$ cat config.mk
export PLATFORM = sky130hd
export DESIGN_NAME = float_to_pcm_clamp_converter
export DESIGN_NICKNAME = d
export VERILOG_FILES = /design/src/rtl/fpcm_pkg.sv /design/src/rtl/fpcm_conv.sv /design/src/rtl/float_to_pcm_clamp_converter.sv
export SDC_FILE = /design/constraint.sdc
export NUM_CORES = 1
export LEC_CHECK = 0
export BUFFER_PORTS_ARGS = -buffer_cell sky130_fd_sc_hd__buf_2
export CAP_MARGIN = 20
export CORE_MARGIN = 2
export CORE_UTILIZATION = 45
export CTS_BUF_LIST = sky130_fd_sc_hd__clkbuf_8
export CTS_CLUSTER_DIAMETER = 120
export DETAILED_ROUTE_END_ITERATION = 8
export GPL_TIMING_DRIVEN = 0
export PLACE_DENSITY = 0.65
export SKIP_LAST_GASP = 1
export SYNTH_ARGS = -nofsm -noshare
export SYNTH_HDL_FRONTEND = slang
export SYNTH_SLANG_ARGS = --single-unit
$ cat constraint.sdc
create_clock -name clk -period 14.8 [get_ports clk]
set_input_delay 0 -clock clk [delete_from_list [all_inputs] [get_ports clk]]
set_output_delay 0 -clock clk [all_outputs]
set_load 0.02 [all_outputs]
$ cat src/rtl/fpcm_pkg.sv
`default_nettype none
package fpcm_pkg;
	localparam int unsigned FloatW = 32;
	localparam int unsigned PcmW   = 24;
	localparam logic [7:0]  ExpMax = 8'hff;

	localparam logic [0:0] RegSampleBytes = 1'b0;

	typedef struct packed {
		logic [PcmW-1:0] pcm;
		logic [1:0]      nb;
		logic            block_end;
	} conv_t;
endpackage
`default_nettype wire

$ cat src/rtl/fpcm_conv.sv
`default_nettype none
module fpcm_conv (
	input  wire logic                        clk,
	input  wire logic                        arst_n,
	input  wire logic                        adv,
	input  wire logic                        in_valid,
	input  wire logic [fpcm_pkg::FloatW-1:0] float_bits,
	input  wire logic                        block_end,
	input  wire logic [1:0]                  nb,
	output logic                             out_valid,
	output fpcm_pkg::conv_t                  out_item
);
	// s1: unpack and shift amount
	logic        v_s1, neg_s1, nan_s1, big_s1, right_s1, be_s1;
	logic [23:0] m_s1;
	logic [4:0]  sh_s1;
	logic [1:0]  nb_s1;
	// s2: magnitude
	logic        v_s2, neg_s2, nan_s2, be_s2;
	logic [24:0] mag_s2;
	logic [1:0]  nb_s2;
	// s3: clamped signed result
	logic        v_s3;
	fpcm_pkg::conv_t item_s3;

	logic [7:0]  ex;
	logic [22:0] man;
	logic [1:0]  nbe;
	logic [5:0]  nbits;
	logic signed [9:0] k;
	assign ex    = float_bits[30:23];
	assign man   = float_bits[22:0];
	assign nbe   = (nb == 2'd0) ? 2'd1 : nb;
	assign nbits = {1'b0, nbe, 3'b000};
	assign k     = $signed({2'b00, (ex == 8'd0) ? 8'd1 : ex}) - 10'sd151
		+ $signed({4'b0000, nbits});

	always_ff @(posedge clk or negedge arst_n) begin
		if (!arst_n) begin
			v_s1 <= 1'b0;
			v_s2 <= 1'b0;
			v_s3 <= 1'b0;
		end else if (adv) begin
			v_s1 <= in_valid;
			v_s2 <= v_s1;
			v_s3 <= v_s2;
		end
	end

	always_ff @(posedge clk) begin
		if (adv) begin
			neg_s1   <= float_bits[31];
			nan_s1   <= (ex == fpcm_pkg::ExpMax) && (man != 23'd0);
			be_s1    <= block_end;
			nb_s1    <= nbe;
			m_s1     <= {(ex != 8'd0), man};
			// k never exceeds 24-1 for finite input below 2^1 range, clamp covers rest
			big_s1   <= (ex == fpcm_pkg::ExpMax) || (k > 10'sd1);
			right_s1 <= k < 10'sd0;
			sh_s1    <= (k < -10'sd24) ? 5'd25 : (k < 10'sd0) ? 5'(-k) : 5'(k);
		end
	end

	always_ff @(posedge clk) begin
		if (adv) begin
			neg_s2 <= neg_s1;
			nan_s2 <= nan_s1;
			be_s2  <= be_s1;
			nb_s2  <= nb_s1;
			if (big_s1)
				mag_s2 <= 25'h1000000;
			else if (right_s1)
				mag_s2 <= (sh_s1 > 5'd24) ? 25'd0 : ({1'b0, m_s1} >> sh_s1);
			else
				mag_s2 <= {1'b0, m_s1} << sh_s1[0];
		end
	end

	logic [24:0] top, lim;
	logic [23:0] res;
	always_comb begin
		top = 25'd1 << ({1'b0, nb_s2, 3'b000} - 6'd1);
		lim = neg_s2 ? top : top - 25'd1;
		res = (mag_s2 > lim) ? lim[23:0] : mag_s2[23:0];
		if (neg_s2)
			res = 24'd0 - res;
		if (nan_s2)
			res = 24'd0;
	end

	always_ff @(posedge clk) begin
		if (adv) begin
			item_s3.pcm       <= res;
			item_s3.nb        <= nb_s2;
			item_s3.block_end <= be_s2;
		end
	end

	assign out_valid = v_s3;
	assign out_item  = item_s3;
endmodule
`default_nettype wire

$ cat src/rtl/float_to_pcm_clamp_converter.sv
`default_nettype none
// channel | direction | handshake      | payload
// input   | in        | valid / stall  | float_bits, block_end
// output  | out       | ovalid / ostall| pcm_byte, last_byte, block_done
// config  | in        | apb            | sample_bytes at 0x0
// three pipeline stages convert a sample; a byte serialiser then sends
// 1 to 3 bytes, one per cycle while ostall is low, through the single
// byte output port. arst_n clears valids and sets sample_bytes to 3.
// the pipeline advances only while the serialiser slot is free or
// emptying, so a stall holds every item in place.
module float_to_pcm_clamp_converter (
	input  wire logic        clk,
	input  wire logic        arst_n,
	input  wire logic        valid,
	output logic             stall,
	input  wire logic [31:0] float_bits,
	input  wire logic        block_end,
	output logic             ovalid,
	input  wire logic        ostall,
	output logic [7:0]       pcm_byte,
	output logic             last_byte,
	output logic             block_done,
	input  wire logic        psel,
	input  wire logic        penable,
	input  wire logic        pwrite,
	input  wire logic [0:0]  paddr,
	input  wire logic [31:0] pwdata,
	output logic [31:0]      prdata,
	output logic             pready
);
	logic [1:0] sample_bytes_q;
	assign pready = 1'b1;
	always_ff @(posedge clk or negedge arst_n) begin
		if (!arst_n)
			sample_bytes_q <= 2'd3;
		else if (psel && penable && pwrite && paddr == fpcm_pkg::RegSampleBytes)
			sample_bytes_q <= pwdata[1:0];
	end
	assign prdata = (paddr == fpcm_pkg::RegSampleBytes) ? {30'd0, sample_bytes_q} : 32'd0;

	logic            cv;
	fpcm_pkg::conv_t ci;
	logic            busy_q;
	fpcm_pkg::conv_t item_q;
	logic [1:0]      idx_q;
	logic            fin, adv;

	// last byte leaving frees the slot
	assign fin   = busy_q && !ostall && (idx_q == item_q.nb - 2'd1);
	assign adv   = !busy_q || fin;
	assign stall = !adv;

	fpcm_conv u_conv (
		.clk, .arst_n, .adv, .in_valid(valid), .float_bits, .block_end,
		.nb(sample_bytes_q), .out_valid(cv), .out_item(ci)
	);

	always_ff @(posedge clk or negedge arst_n) begin
		if (!arst_n) begin
			busy_q <= 1'b0;
			idx_q  <= 2'd0;
		end else if (adv) begin
			busy_q <= cv;
			idx_q  <= 2'd0;
		end else if (!ostall) begin
			idx_q <= idx_q + 2'd1;
		end
	end

	always_ff @(posedge clk) begin
		if (adv)
			item_q <= ci;
	end

	logic [1:0] rem;
	assign rem        = item_q.nb - 2'd1 - idx_q;
	assign ovalid     = busy_q;
	assign pcm_byte   = item_q.pcm[{rem, 3'b000} +: 8];
	assign last_byte  = (rem == 2'd0);
	assign block_done = (rem == 2'd0) && item_q.block_end;
endmodule
`default_nettype wire
==> flow_metrics.py <==
metrics = {
    "final_layout": {
        "layout-drive-gt1-share_pct": 19.1,
        "nets": 1063,
        "antennaDiodeCount": 0,
        "area_delta_synth_final_pct": 17.7,
    },
    "synthesis": {
        "ys_warn_count": 0,
        "yosys_most_used_dff": "edfxtp_1",
        "seq_area_frac_synth_pct": 45.2,
        "synth_enable_flop_cells": 120,
        "ys_types": 79,
        "synth-seq-cells": 128,
        "synth_area_um2": 8420,
        "synth.avg_cell_area_um2": 10.3,
        "postSynth.asyncResetShare_pct": 6.25,
        "netlist_instances": 815,
    },
    "die": {
        "die_x_um": 141,
        "core_um2": 18500,
        "start_util_pct": 45.5,
        "die_area_um2": 19800,
        "rows": 50,
        "io_pins": 118,
        "die_h_um": 141,
    },
    "clock_tree": {
        "worstSkewPairLatency_ps": 440,
        "cts-root-buf": "clkbuf_8",
        "numCtsBuffers": 17,
        "clock_path_buffers": 2,
        "postCtsSetupBuffers": 0,
        "h-tree-depth": 4,
        "cts_tree": "built",
        "clk_pin_slew_ps": 80,
        "clock-sinks": 128,
    },
    "routing": {
        "wl_met1_um": 8230,
        "highest_layer": "met4",
        "postRouteAntennaNets": 0,
        "routed-wl-met3_um": 761,
        "routed_via_density": 5.54,
        "vias": 6650,
        "route.detailed.drc": 0,
        "dr_wl_met2_um": 10400,
        "drt_iter0_markers": 472,
        "dr.pass1.iters": 5,
        "wl_per_cell_um": 16.8,
        "drt-total-wl_um": 20100,
    },
    "sta": {
        "drv_slew": 0,
        "fmax_mhz": 142,
        "setup_tns_ps": 0,
        "rsz0062_at_grt": "no",
        "layout_min_cycle_time_ps": 7060,
        "slew_headroom_pct": 33.8,
        "hold_violations": 0,
        "period_share_pct": 47.7,
        "tightest_slew_ps": 985,
        "finalSetupViolCount": 0,
        "finClkSkew_ps": 12.4,
    },
    "worst_setup_path": {
        "cp-end-kind": "flop",
        "crit_arrival_ps": 7300,
        "startpoint_type": "flop",
        "crit_type": "reg2reg",
        "worst-path-max-fanout": 11,
        "crit_path_max_incr_delay_ps": 530,
        "slowest_stage": "edfxtp_1",
        "worstPathCellList": "clkbuf_1, clkinv_1, ha_1, inv_1, ha_1, a21o_1, a221o_1, a22oi_2, o211ai_2, nand2_1, clkbuf_1, nor2_1, a21oi_1, ha_1, nand3_1, or4_1, a21oi_1, o22ai_1, a21o_1, a21oi_1",
        "critPathRequiredTime_ps": 15050,
    },
    "placed_design": {
        "portBuffers": 52,
        "gp_congestion": 0.950,
        "hpwl_um": 15200,
    },
    "grt": {
        "grt_pass1_wl_um": 32300,
        "grt_max_degree": 34,
        "track_usage_pct": 20.7,
        "grt_pass1_vias": 6343,
        "antenna_found_initial": 0,
        "overflow": 0,
    },
    "hold_path": {
        "hp-class": "in2reg",
    },
    "run_status": {
        "status": "complete, no violations",
    },
    "job": {
        "drv_cap": 0,
    },
}
-- through the flow --
stage	utilization [%]	cell area (um^2)	cells	hold WS [ps]	worst slack [ps]
2_1_floorplan	-	8530	844	-296	6500
3_3_place_gp	49.0	9080	1130	-152	4920
3_5_place_dp	49.6	9180	1134	-141	7930
4_1_cts	53.5	9910	1201	5.06	7900
5_1_grt	53.5	9910	1201	41.6	7360
6_report	53.5	9910	1201	32.8	7740
-- critical path: cells and delay by family, from the launching register on --
| family | cells | cell delay (ps) |
|---|---|---|
| compound gates | 9 | 2350 |
| buf+inv | 4 | 1650 |
| simple gates | 4 | 1200 |
| fa+ha+maj | 3 | 1100 |
| flops | 1 | 530 |
-- cells in the mapped netlist (all sizes together) (3+ instances only) --
| library cell | number | area share, % |
|---|---|---|
| a221oi | 6 | 0.62 |
| nand2b | 10 | 0.74 |
| a22oi | 4 | 0.42 |
| ha | 35 | 5.2 |
| nor4 | 13 | 1.1 |
| o21ai | 51 | 3.1 |
| and2 | 5 | 0.37 |
| xor2 | 7 | 0.73 |
| nor3 | 19 | 1.4 |
| dfrtp | 6 | 1.8 |
| nor2b | 11 | 0.82 |
| nand2 | 71 | 3.2 |
| a211o | 3 | 0.31 |
| mux2i | 42 | 5.0 |
| o22ai | 8 | 0.59 |
| or2 | 4 | 0.30 |
| and3 | 8 | 0.61 |
| a211oi | 19 | 1.8 |
| o221ai | 6 | 0.62 |
| o311ai | 3 | 0.31 |
| mux4 | 11 | 2.9 |
| o22a | 6 | 0.62 |
| buf | 48 | 3.8 |
| a31oi | 4 | 0.30 |
| and4 | 4 | 0.42 |
| o211ai | 5 | 0.51 |
| edfxtp | 120 | 43 |
| clkbuf | 32 | 1.4 |
| inv | 16 | 0.71 |
| a21o | 8 | 0.71 |
| nand4 | 10 | 0.82 |
| a21oi | 60 | 3.6 |
| nor2 | 77 | 3.5 |
| xnor2 | 8 | 0.83 |
| clkinv | 3 | 0.13 |
| nand3 | 19 | 1.1 |
| mux2 | 21 | 2.8 |
-- cells in the final DEF (no fill, tap or decap), types with 6 or more instances in the layout --
cell             n
a221oi_1         6
xnor2_1          8
dfrtp_1          6
conb_1          31
nor2_1          76
clkbuf_8        19
nor3_1          16
xor2_1           7
nand3_1         19
mux4_2          11
nor4_1          12
o22a_1           6
a21o_1           8
buf_4           32
a211oi_1        18
and3_1           7
mux2_2          21
inv_1           17
edfxtp_1       120
clkbuf_1        32
a21oi_1         60
o22ai_1          8
nand4_1          9
mux2i_1         42
nand2_1         71
nor2b_1         11
buf_2           61
o21ai_0         45
nand2b_1        10
buf_1            6
o221ai_1         6
dlygate4sd3_1   35
ha_1            35
-- state kept, by name, summed over array words and instances, names as in the netlist, 2 cells and up --
name,flops
u_conv.nb_s1,2
idx_q,2
u_conv.sh_s1,5
u_conv.m_s1,24
item_q,27
u_conv.out_item,27
u_conv.mag_s2,25
sample_bytes_q,2
u_conv.nb_s2,2
-- cell type report --
class                   count  area [um^2]
fillers                  1663         8610
clock buffers              19          262
plain buffers              80          439
repair buffers             91          698
inverters                  19         71.3
multi-input cells         617         4220
well taps                 234          293
flip-flops and latches    128         3810
clock inverters            13          116
-- metal layers --
layer	vias up	GRT usage, %
met5	-	0
met3	39	3.33
met4	0	9.16
li1	3303	-
met1	3101	24.2
met2	207	37.4
-- timing repair --
action | in CTS | in global routing
setup endpoints to repair | 0 | 0
gates resized for setup | 0 | 0
hold endpoints to repair | 40 | 0
hold buffers | 35 | 0
-- kinds of logic (layout without fill, tap and decap cells) --
family	count (synthesis)	in the layout	synth area share (%)
AO/OA/AOI/OAI	200	200	15.4
other	2	31	0.0892
buffers and inverters	99	222	6.06
adder cells (fa/ha/maj)	37	37	5.56
flip-flops	128	128	45.2
multiplexers	74	74	10.7
AND/OR/NAND/NOR	260	260	15.3
XOR/XNOR	15	15	1.56
-- final timing paths --
check                                                  start                                 to  slack (ps)  depth (start not counted)
hold reg to reg            u_conv.out_item[24]$_SDFFCE_PP0N_               item_q[24]$_DFFE_PN_         420                          0
setup / recovery                     u_conv.neg_s2$_DFFE_PN_  u_conv.out_item[19]$_SDFFCE_PP0N_        7740                         20
min in group asynchronous                             arst_n      sample_bytes_q[1]$_DFFE_PN1P_          60                          2
setup reg to reg                     u_conv.neg_s2$_DFFE_PN_  u_conv.out_item[19]$_SDFFCE_PP0N_        7740                         20
hold / removal                                float_bits[29]            u_conv.nan_s1$_DFFE_PN_          30                          3
max in group asynchronous                             arst_n       u_conv.out_valid$_DFFE_PN0N_       14020                          3
Power is left out: the tool's default activity adds up to more than one toggle a clock period on the data nets, which glitch-free logic cannot reach.
